**config.mk**
```make
export PLATFORM = sky130hd
export DESIGN_NAME = double_ended_queue_with_reverse_unit
export DESIGN_NICKNAME = d
export VERILOG_FILES = /design/src/hw/rtl/deq_pkg.sv /design/src/hw/rtl/double_ended_queue_with_reverse_unit.sv /design/src/hw/rtl/deq_ram.sv /design/src/hw/rtl/deq_ctrl.sv
export SDC_FILE = /design/constraint.sdc
export NUM_CORES = 1
export LEC_CHECK = 0
export ABC_CLOCK_PERIOD_IN_PS = 3400
export BUFFER_PORTS_ARGS = -buffer_cell sky130_fd_sc_hd__clkbuf_2
export CORE_MARGIN = 10
export CORE_UTILIZATION = 28
export CTS_CLUSTER_DIAMETER = 30
export DETAILED_ROUTE_END_ITERATION = 10
export PLACE_DENSITY = 0.5
export SETUP_SLACK_MARGIN = 0.15
export SYNTH_ARGS = -nofsm -noshare
export SYNTH_HDL_FRONTEND = slang
export SYNTH_SLANG_ARGS = --single-unit
```
**constraint.sdc**
```tcl
create_clock -name i_clk -period 3.4 [get_ports i_clk]
set_input_delay 0.51 -clock i_clk [delete_from_list [all_inputs] [get_ports i_clk]]
set_output_delay 0.51 -clock i_clk [all_outputs]
set_load 0.02 [all_outputs]
```
**src/hw/rtl/deq_pkg.sv**
```systemverilog
package deq_pkg;

    localparam int CAPACITY_DEF = 16;
    localparam int VALUE_W      = 32;
    localparam int COUNT_OUT_W  = 5;

    typedef enum logic [1:0] {
        CMD_INS_HEAD = 2'd0,
        CMD_INS_TAIL = 2'd1,
        CMD_REM_HEAD = 2'd2,
        CMD_REVERSE  = 2'd3
    } t_cmd;

    typedef struct packed {
        logic [1:0]                command;
        logic signed [VALUE_W-1:0] item_value;
    } t_in_item;

    typedef struct packed {
        logic                      success;
        logic signed [VALUE_W-1:0] removed_value;
        logic [COUNT_OUT_W-1:0]    element_count;
    } t_out_item;

endpackage

```
**src/hw/rtl/double_ended_queue_with_reverse_unit.sv**
```systemverilog
// Channel   Handshake         Payload
// command   start / busy      i_item   (command, item_value)
// result    o_valid strobe    o_result (success, removed_value, element_count)
//
// Each command is accepted while start is high and its result strobes on the next cycle.
// Busy stays low, so a new command may be accepted in every cycle.
// The ring storage has one write port and one registered read port, and a remove
// reads its entry in the accept cycle so the data is ready with the strobe.
// Reset clears the pointers, the count and the reverse flag; the storage is not cleared.
// The receiver cannot stall, so each result is valid for exactly one cycle.
module double_ended_queue_with_reverse_unit #(
    parameter int CAPACITY = deq_pkg::CAPACITY_DEF
) (
    input  logic               i_clk,
    input  logic               i_rst_n,
    input  logic               start,
    output logic               busy,
    input  deq_pkg::t_in_item  i_item,
    output logic               o_valid,
    output deq_pkg::t_out_item o_result
);
    import deq_pkg::*;

    localparam int AW = $clog2(CAPACITY);
    localparam int CW = $clog2(CAPACITY + 1);

    logic               accept;
    logic               we, re;
    logic [AW-1:0]      waddr, raddr;
    logic [VALUE_W-1:0] wdata, rdata;
    logic               success, was_remove;
    logic [COUNT_OUT_W-1:0] count;

    assign busy   = 1'b0;
    assign accept = start && !busy;

    deq_ctrl #(
        .CAPACITY(CAPACITY),
        .AW      (AW),
        .CW      (CW)
    ) u_ctrl (
        .i_clk       (i_clk),
        .i_rst_n     (i_rst_n),
        .i_accept    (accept),
        .i_item      (i_item),
        .o_we        (we),
        .o_waddr     (waddr),
        .o_wdata     (wdata),
        .o_re        (re),
        .o_raddr     (raddr),
        .o_valid     (o_valid),
        .o_success   (success),
        .o_was_remove(was_remove),
        .o_count     (count)
    );

    deq_ram #(
        .DEPTH(CAPACITY),
        .AW   (AW),
        .DW   (VALUE_W)
    ) u_ram (
        .i_clk  (i_clk),
        .i_we   (we),
        .i_waddr(waddr),
        .i_wdata(wdata),
        .i_re   (re),
        .i_raddr(raddr),
        .o_rdata(rdata)
    );

    always_comb begin
        o_result.success       = success;
        o_result.removed_value = was_remove ? rdata : '0;
        o_result.element_count = count;
    end

endmodule

```
**src/hw/rtl/deq_ram.sv**
```systemverilog
module deq_ram #(
    parameter int DEPTH = 16,
    parameter int AW    = 4,
    parameter int DW    = 32
) (
    input  logic          i_clk,
    input  logic          i_we,
    input  logic [AW-1:0] i_waddr,
    input  logic [DW-1:0] i_wdata,
    input  logic          i_re,
    input  logic [AW-1:0] i_raddr,
    output logic [DW-1:0] o_rdata
);

    logic [DW-1:0] r_mem [DEPTH];
    logic [DW-1:0] r_rdata;

    always_ff @(posedge i_clk) begin
        if (i_we) begin
            r_mem[i_waddr] <= i_wdata;
        end
    end

    always_ff @(posedge i_clk) begin
        if (i_re) begin
            r_rdata <= r_mem[i_raddr];
        end
    end

    assign o_rdata = r_rdata;

endmodule

```
**src/hw/rtl/deq_ctrl.sv**
```systemverilog
module deq_ctrl #(
    parameter int CAPACITY = 16,
    parameter int AW       = 4,
    parameter int CW       = 5
) (
    input  logic                      i_clk,
    input  logic                      i_rst_n,
    input  logic                      i_accept,
    input  deq_pkg::t_in_item         i_item,
    output logic                      o_we,
    output logic [AW-1:0]             o_waddr,
    output logic [deq_pkg::VALUE_W-1:0] o_wdata,
    output logic                      o_re,
    output logic [AW-1:0]             o_raddr,
    output logic                      o_valid,
    output logic                      o_success,
    output logic                      o_was_remove,
    output logic [deq_pkg::COUNT_OUT_W-1:0] o_count
);
    import deq_pkg::*;

    localparam logic [AW-1:0] LAST_IDX = AW'(CAPACITY - 1);
    localparam logic [CW-1:0] FULL_CNT = CW'(CAPACITY);

    logic [AW-1:0] r_front, n_front;
    logic [AW-1:0] r_back, n_back;
    logic [CW-1:0] r_count, n_count;
    logic          r_rev, n_rev;
    logic          r_valid, r_success, r_was_remove;
    logic [COUNT_OUT_W-1:0] r_count_out;

    logic [AW-1:0] front_prev, back_prev, back_next, front_next;
    logic          ok, ins_at_back;
    t_cmd          cmd;

    assign cmd         = t_cmd'(i_item.command);
    assign front_prev  = (r_front == '0) ? LAST_IDX : r_front - AW'(1);
    assign front_next  = (r_front == LAST_IDX) ? '0 : r_front + AW'(1);
    assign back_prev   = (r_back == '0) ? LAST_IDX : r_back - AW'(1);
    assign back_next   = (r_back == LAST_IDX) ? '0 : r_back + AW'(1);
    assign ins_at_back = (cmd == CMD_INS_HEAD) ? r_rev : ~r_rev;

    always_comb begin
        n_front = r_front;
        n_back  = r_back;
        n_count = r_count;
        n_rev   = r_rev;
        ok      = 1'b0;
        o_we    = 1'b0;
        o_waddr = r_back;
        o_wdata = i_item.item_value;
        o_re    = 1'b0;
        o_raddr = r_front;
        if (i_accept) begin
            case (cmd)
                CMD_INS_HEAD, CMD_INS_TAIL: begin
                    if (r_count != FULL_CNT) begin
                        ok      = 1'b1;
                        o_we    = 1'b1;
                        n_count = r_count + CW'(1);
                        if (ins_at_back) begin
                            o_waddr = r_back;
                            n_back  = back_next;
                        end else begin
                            o_waddr = front_prev;
                            n_front = front_prev;
                        end
                    end
                end
                CMD_REM_HEAD: begin
                    if (r_count != '0) begin
                        ok      = 1'b1;
                        o_re    = 1'b1;
                        n_count = r_count - CW'(1);
                        if (r_rev) begin
                            o_raddr = back_prev;
                            n_back  = back_prev;
                        end else begin
                            o_raddr = r_front;
                            n_front = front_next;
                        end
                    end
                end
                default: begin
                    ok    = 1'b1;
                    n_rev = ~r_rev;
                end
            endcase
        end
    end

    always_ff @(posedge i_clk) begin
        if (!i_rst_n) begin
            r_front <= '0;
            r_back  <= '0;
            r_count <= '0;
            r_rev   <= 1'b0;
            r_valid <= 1'b0;
        end else begin
            r_front <= n_front;
            r_back  <= n_back;
            r_count <= n_count;
            r_rev   <= n_rev;
            r_valid <= i_accept;
        end
    end

    always_ff @(posedge i_clk) begin
        if (i_accept) begin
            r_success    <= ok;
            r_was_remove <= ok && (cmd == CMD_REM_HEAD);
            r_count_out  <= COUNT_OUT_W'(n_count);
        end
    end

    assign o_valid      = r_valid;
    assign o_success    = r_success;
    assign o_was_remove = r_was_remove;
    assign o_count      = r_count_out;

endmodule

```
==> results.cfg, run 1 <==
[min_path]
min_delay_path_depth = 2
hold_end = u_ctrl.o_valid
hp-start = i_rst_n
min_path_type = in -> reg

[global_routing]
grt-ovfl-total = 0
grt_max_degree = 73
grt_pass1_vias = 16383
groute.usage.overall = 0.144
grt_pass1_wl_um = 108000
antenna_found_initial = 3

[route]
vias_per_cell = 5.11
wl_um = 72500
drtAntennaViolNets = 0
drt_iter0_drc = 1411
routedWlPerCell_um = 22.5
dr_total_vias = 16487
first_pass_iters = 5
drc = 0

[floorplanning]
std_cell_rows = 106
initial_utilization = 0.284
io_pins = 77
dieArea_um2 = 97300
die_height_um = 312
die_w_um = 312
coreArea_um2 = 84100

[run_status]
status = complete, no violations

[finish]
multi_input_area_um2 = 6540
nFillCells = 8061
layout_common_cells = edfxtp_1 (551), nand2_1 (337), a21oi_1 (272)
final_common_cell = edfxtp_1
areaGrowthSynthToFinish_pct = 27.8
drive_gt1_frac = 0.199
layout.nets = 2035
ff_latch_area_um2 = 16800

[sta]
drv_slew = 0
fin_crit_sh = 0.922
rsz0062_at_grt = true
setup_viol = 0
relSlewSlack = 0.181
fin_skew_ns = 0.0338
setup_tns_ns = 0
max_freq_mhz = 319
tightest_slew_ns = 1.23
fin_ws_ns = 0.265
final_hold_viol_count = 0
min_period_ns = 3.13

[cts]
numCtsBuffers = 114
clockBufferDepth = 3
insertion_delay_ns = 0.67
clk_pin_slew_ns = 0.05
h-tree-depth = 3
cts_root_buffer = clkbuf_16
tritoncts = yes
hold_buffers = 0
cts_sinks = 566

[placement]
dp_hpwl_um = 43000
preCtsSetupSlack_ns = 0.173
place.gp.congestion = 0.809
io_buffers = 75

[power]
combPwrFrac = 0.070
seq_power_share = 0.376
pwr-share-clk = 0.554
switchingPower_w = 0.00496
pwr_density_cell_nw_per_um2 = 686
p_int_w = 0.0160
p_leak_nw = 10.0
p_sw_frac = 0.237
peakVddDrop_uv = 419

[worst_setup_path]
setup.worst_path.start_class = flop
r2r_start = u_ctrl.r_count[0]
reg2regPathDepth = 13
crit_type = reg -> reg
r2r-end = u_ram.o_rdata[31]
rrSetupSlack_ns = 0.27
crit_arrival_ns = 3.54
required_ns = 3.80
critPathMaxFanout = 67
cp-end-kind = flop

[logic_synthesis]
synth_edf_count = 551
syn_area_um2 = 23900
syn_nets = 1884
syn_avg_cell_area_um2 = 13.0
synth_ff_type = edfxtp_1
ys_ff_latch = 566
seq_area_frac_synth = 0.706
synthCells = 1841
ys_types = 58
yosys_warnings = 0
async_flop_share = 0

[run]
cap_violations = 0
cell usage after synthesis, drive strengths merged, types with 3 or more instances:
cell type / n / area, µm²
and4: 31 / 272
inv: 7 / 26.3
nand3: 38 / 190
ha: 6 / 75.1
a22o: 3 / 26.3
a21boi: 3 / 26.3
and3: 3 / 18.8
dfxtp: 15 / 300
a22oi: 36 / 270
a211oi: 65 / 488
xor2: 3 / 26.3
nor2b: 3 / 18.8
clkinv: 3 / 11.3
mux2i: 42 / 420
buf: 57 / 333
a31oi: 36 / 225
or2: 4 / 25.0
nor3: 7 / 35.0
o21ai: 51 / 259
xnor2: 4 / 35.0
nor2: 34 / 128
nand2b: 6 / 37.5
mux2: 3 / 33.8
clkbuf: 85 / 319
and2: 42 / 263
edfxtp: 551 / 16500
a32oi: 32 / 280
o22ai: 4 / 25.0
a21oi: 274 / 1380
a311oi: 29 / 254
nand2: 339 / 1270
kinds of logic after synthesis:
logic type,count (synthesis),synth area share
AND/OR/NAND/NOR,516,0.0987
buffers and inverters,152,0.0289
XOR/XNOR,7,0.00257
AO/OA/AOI/OAI,547,0.140
other,1,0.000157
adder cells (fa/ha/maj),6,0.00315
multiplexers,46,0.0200
flip-flops,566,0.706
power groups by stage:
stage | registers [W] | logic (W) | clock network [W]
final | 0.00787 | 0.00147 | 0.0116
after global placement | 0.00799 | 0.00144 | 0
after global routing | 0.00787 | 0.00161 | 0.0121
after CTS | 0.00786 | 0.00147 | 0.0118
after floorplan | 0.00798 | 0.000823 | 0
after detailed placement | 0.00799 | 0.00146 | 0
cell type report:
class | instances | share of cell area
sequential | 566 | 0.553
multi-input combinational | 1123 | 0.215
clock buffer | 125 | 0.0952
timing repair buffer | 177 | 0.0506
tap | 1134 | 0.0465
clock inverter | 90 | 0.0392
inverter | 10 | 0.00123
antenna | 2 | 0.000164
how the worst max path moves through the flow:
stage	startpoint	slack [ns]	end
after floorplan	u_ctrl.r_front[0]	0.11	u_ram.r_mem[13][0]
after global routing	u_ctrl.r_count[0]	0.04	u_ram.r_mem[9][13]
after global placement	u_ctrl.r_count[0]	0.19	u_ram.r_mem[9][15]
final	u_ctrl.r_count[0]	0.27	u_ram.o_rdata[31]
after detailed placement	u_ctrl.r_count[0]	0.17	u_ram.o_rdata[27]
after CTS	u_ctrl.r_count[0]	0.14	u_ram.r_mem[9][13]
metrics by stage:
stage | hold WS (ns) | area, µm² | std cells | utilization | power [W]
after global routing | 0.169 | 30500 | 3225 | 0.363 | 0.0216
after detailed placement | 0.488 | 26300 | 3004 | 0.313 | 0.00945
after global placement | 0.480 | 26300 | 3004 | 0.313 | 0.00943
final | 0.170 | 30500 | 3227 | 0.363 | 0.0209
after CTS | 0.128 | 30500 | 3222 | 0.362 | 0.0211
after floorplan | 0.552 | 23900 | 1841 | - | 0.00880
flip-flops by register name (all words and copies together), names as in the netlist:
name	flops
u_ctrl.o_was_remove	1
u_ram.r_mem	512
u_ctrl.r_count	5
u_ctrl.r_back	4
u_ram.o_rdata	32
u_ctrl.r_rev	1
u_ctrl.o_valid	1
u_ctrl.r_front	4
u_ctrl.o_count	5
u_ctrl.o_success	1
worst max-delay path: stages, from the launching register on:
cell and delay [ns]:
dfxtp_1 0.41, inv_1 0.07, ha_1 0.22, buf_4 0.14
nor4b_4 0.14, buf_4 0.17, buf_4 0.14, nor2_4 0.16
buf_12 0.33, nand2_1 0.15, o22ai_4 0.22, buf_12 0.27
a311oi_1 0.18, and4_1 0.27
routing by layer:
metal / track usage / up-vias / share of wire
li1: - / 7374 / -
met3: 0.0261 / 104 / 0.062
met1: 0.200 / 8385 / 0.45
met2: 0.226 / 622 / 0.46
met4: 0.0479 / 2 / 0.021
met5: 0 / - / 0.00018
what timing repair did:
| item | in CTS | in global routing |
|---|---|---|
| pin swaps | 0 | 0 |
| resized for setup | 0 | 5 |
| buffers inserted | 3 | 3 |
| endpoints found under the setup margin | 17 | 203 |
Power figures use the tool's default switching activity.
==> run 2, diff against run 1 <==
--- a/config.mk
+++ b/config.mk
@@ -5,6 +5,7 @@
 export SDC_FILE = /design/constraint.sdc
 export NUM_CORES = 1
 export LEC_CHECK = 0
+export ABC_AREA = 1
 export ABC_CLOCK_PERIOD_IN_PS = 3400
 export BUFFER_PORTS_ARGS = -buffer_cell sky130_fd_sc_hd__clkbuf_2
 export CORE_MARGIN = 10
==> run 2 against run 1 <==
Against the previous run:
- sequential share of layout area is 2.2 points lower
- design area is 4.2% higher
- area after synthesis is 5.7% higher
- synthesized cell count up 34%
- global-route usage down 0.65 points
- die area is 5.3% higher
- via count increased by 4.5%
- cell count rose by 20%
- first-iteration DRC count shrank 13%
==> results.cfg, run 2 <==
[sta]
relSlewSlack = 0.291
rsz0062_at_grt = false
setup_viol = 0
fin_ws_ns = 0.496
drv_slew = 0
fin_skew_ns = 0.0345
tightest_slew_ns = 1.06
setup_tns_ns = 0
min_period_ns = 2.90
final_hold_viol_count = 0
max_freq_mhz = 344
fin_crit_sh = 0.854

[finish]
top_register = u_ram.r_mem
multi_input_area_um2 = 5700
final_common_cell = nand3_1
drive_gt1_frac = 0.132
nFillCells = 8774
layout_common_cells = nand3_1 (618), inv_1 (575), edfxtp_1 (551)
areaGrowthSynthToFinish_pct = 26.1
utilization = 0.357
ff_latch_area_um2 = 16800
layout.nets = 2643
largest_register_ff_count = 512

[route]
wl_met3_um = 3900
dr_total_vias = 17230
met1_length_um = 30500
drc = 0
drt_iter0_drc = 1227
wl_um = 71100
routedWlPerCell_um = 18.4
drtAntennaViolNets = 0
vias_per_cell = 4.45
first_pass_iters = 8
wl_met2_um = 35400
top_layer = met4

[floorplanning]
coreArea_um2 = 88900
std_cell_rows = 109
die_w_um = 320
initial_utilization = 0.283
dieArea_um2 = 102000
die_height_um = 320
io_pins = 77

[logic_synthesis]
syn_avg_cell_area_um2 = 10.2
yosysTopAreaCellShare = 0.656
async_flop_share = 0
synth_edf_count = 551
yosys_warnings = 0
syn_area_um2 = 25200
ys_top_cells_by_area = edfxtp_1 (66%), nand3_1 (12%), inv_1 (8.6%)
synthCells = 2461
syn_nets = 2504
ys_types = 33
synthTopCellsByCount = nand3_1 (618), inv_1 (577), edfxtp_1 (551), nand2_1 (457), buf_2 (66)
yosys.area.top_type = edfxtp_1
seq_area_frac_synth = 0.668
synthMostInstantiatedCell = nand3_1
ys_ff_latch = 566
synth_ff_type = edfxtp_1

[power]
p_sw_frac = 0.243
pwr-share-clk = 0.560
p_int_w = 0.0165
p_leak_nw = 13.6
p_total_w = 0.0218
peakVddDrop_uv = 292
combPwrFrac = 0.079
seq_power_share = 0.361
switchingPower_w = 0.00531
pwr_density_cell_nw_per_um2 = 687

[global_routing]
grt_pass1_vias = 17050
grt_max_degree = 97
grt-ovfl-total = 0
grt_pass1_wl_um = 107000
groute.usage.overall = 0.138
antenna_found_initial = 1

[cts]
insertion_delay_ns = 0.71
cts_root_buffer = clkbuf_16
cts_resized = 0
h-tree-depth = 4
numCtsBuffers = 133
tritoncts = yes
clk_pin_slew_ns = 0.04
hold_buffers = 0
cts_sinks = 566
cts_setup_buffers = 0
clockBufferDepth = 3

[worst_setup_path]
setup.worst_path.start_class = flop
crit_family = simple AND/OR/NAND/NOR gates
r2r-end = u_ram.r_mem[0][19]
critPathMaxFanout = 15
path_common_cell = nand2_1
cp-end-kind = flop
worstPathCellList = inv_1 > ha_1 > nor3b_1 > nand2_1 > nand2_1 > inv_1 > nand2_1 > inv_1 > nand2_1 > o21ai_0 > nor2_1 > nand2_1 > nor2_4 > buf_4
critPathMaxStageDelay_ns = 0.34
crit_arrival_ns = 3.27
r2r_start = u_ctrl.r_count[0]
crit_type = reg -> reg
rrSetupSlack_ns = 0.50
required_ns = 3.77
slowest_stage = dfxtp_1
reg2regPathDepth = 14
critPathBufInv = 4

[placement]
preCtsSetupSlack_ns = 0.472
io_buffers = 75
dp_hpwl_um = 38000
place.gp.congestion = 0.776

[min_path]
hold_end = u_ctrl.o_valid
min_path_type = in -> reg
min_delay_path_depth = 3
hp-start = i_rst_n

[run]
cap_violations = 0

[run_status]
status = complete, no violations
run 2: cell count changes in the layout (fill, tap and decap cells not counted), sizes merged, moves of 31 or more:
cell / change
nand3: +582
a21oi: -263
nand2: +122
a31oi: -35
and4: -31
inv: +568
mux2i: -42
a211oi: -61
buf: -46
a32oi: -32
a22oi: -36
and2: -42
clkbuf: +37
run 2: logic make-up (layout without fill, tap and decap cells):
| logic type | after synthesis | in the layout | synth area share |
|---|---|---|---|
| compound gates | 48 | 48 | 0.0105 |
| xor+xnor | 13 | 13 | 0.00452 |
| fa+ha+maj | 6 | 6 | 0.00298 |
| buf+inv | 706 | 947 | 0.114 |
| flops | 566 | 566 | 0.668 |
| other cells | 1 | 2 | 0.000149 |
| simple gates | 1121 | 1121 | 0.200 |
run 2: per-layer routing:
layer	vias to the layer above	GRT usage
li1	8349	-
met1	8345	0.168
met2	442	0.238
met3	94	0.0306
met4	0	0.0478
met5	-	0
run 2: power by group through the flow:
stage               Clock, W  Sequential (W)  Combinational [W]
finish                0.0122         0.00789            0.00174
global route          0.0128         0.00789            0.00192
CTS                   0.0124         0.00789            0.00177
detailed placement         0         0.00800            0.00176
global placement           0         0.00800            0.00175
floorplan                  0         0.00800            0.00108
run 2: layout make-up:
cell class                 count  share of cell area
tap                         1165              0.0459
timing repair buffer         131              0.0384
clock inverter                75              0.0288
antenna                        1           0.0000787
sequential                   566               0.530
clock buffer                 162               0.109
inverter                     579              0.0684
multi-input combinational   1189               0.179
run 2: worst reg2reg max path: cells and delay by family, from the launching register on:
| kind | cells | cell delay [ns] |
|---|---|---|
| fa+ha+maj | 1 | 0.21 |
| compound gates | 1 | 0.15 |
| buf+inv | 4 | 0.53 |
| simple gates | 8 | 1.32 |
| flops | 1 | 0.34 |
run 2: through the flow:
step,cells,instance area (µm²),hold slack [ns]
2_1_floorplan,2461,25200,0.492
3_3_place_gp,3630,27400,0.535
3_5_place_dp,3630,27400,0.527
4_1_cts,3867,31800,0.120
5_1_grt,3867,31800,0.180
6_report,3868,31800,0.153
run 2: worst max-delay path by stage:
stage / from / endpoint / slack, ns / cells past startpoint
CTS: u_ctrl.r_count[0] / u_ram.r_mem[0][19] / 0.47 / 14
global route: u_ctrl.r_count[0] / u_ram.r_mem[0][1] / 0.27 / 14
global placement: u_ctrl.r_count[0] / u_ram.r_mem[0][19] / 0.45 / 14
finish: u_ctrl.r_count[0] / u_ram.r_mem[0][19] / 0.50 / 14
floorplan: u_ctrl.r_count[0] / u_ram.r_mem[12][0] / -0.11 / 12
detailed placement: u_ctrl.r_count[0] / u_ram.r_mem[0][19] / 0.47 / 14
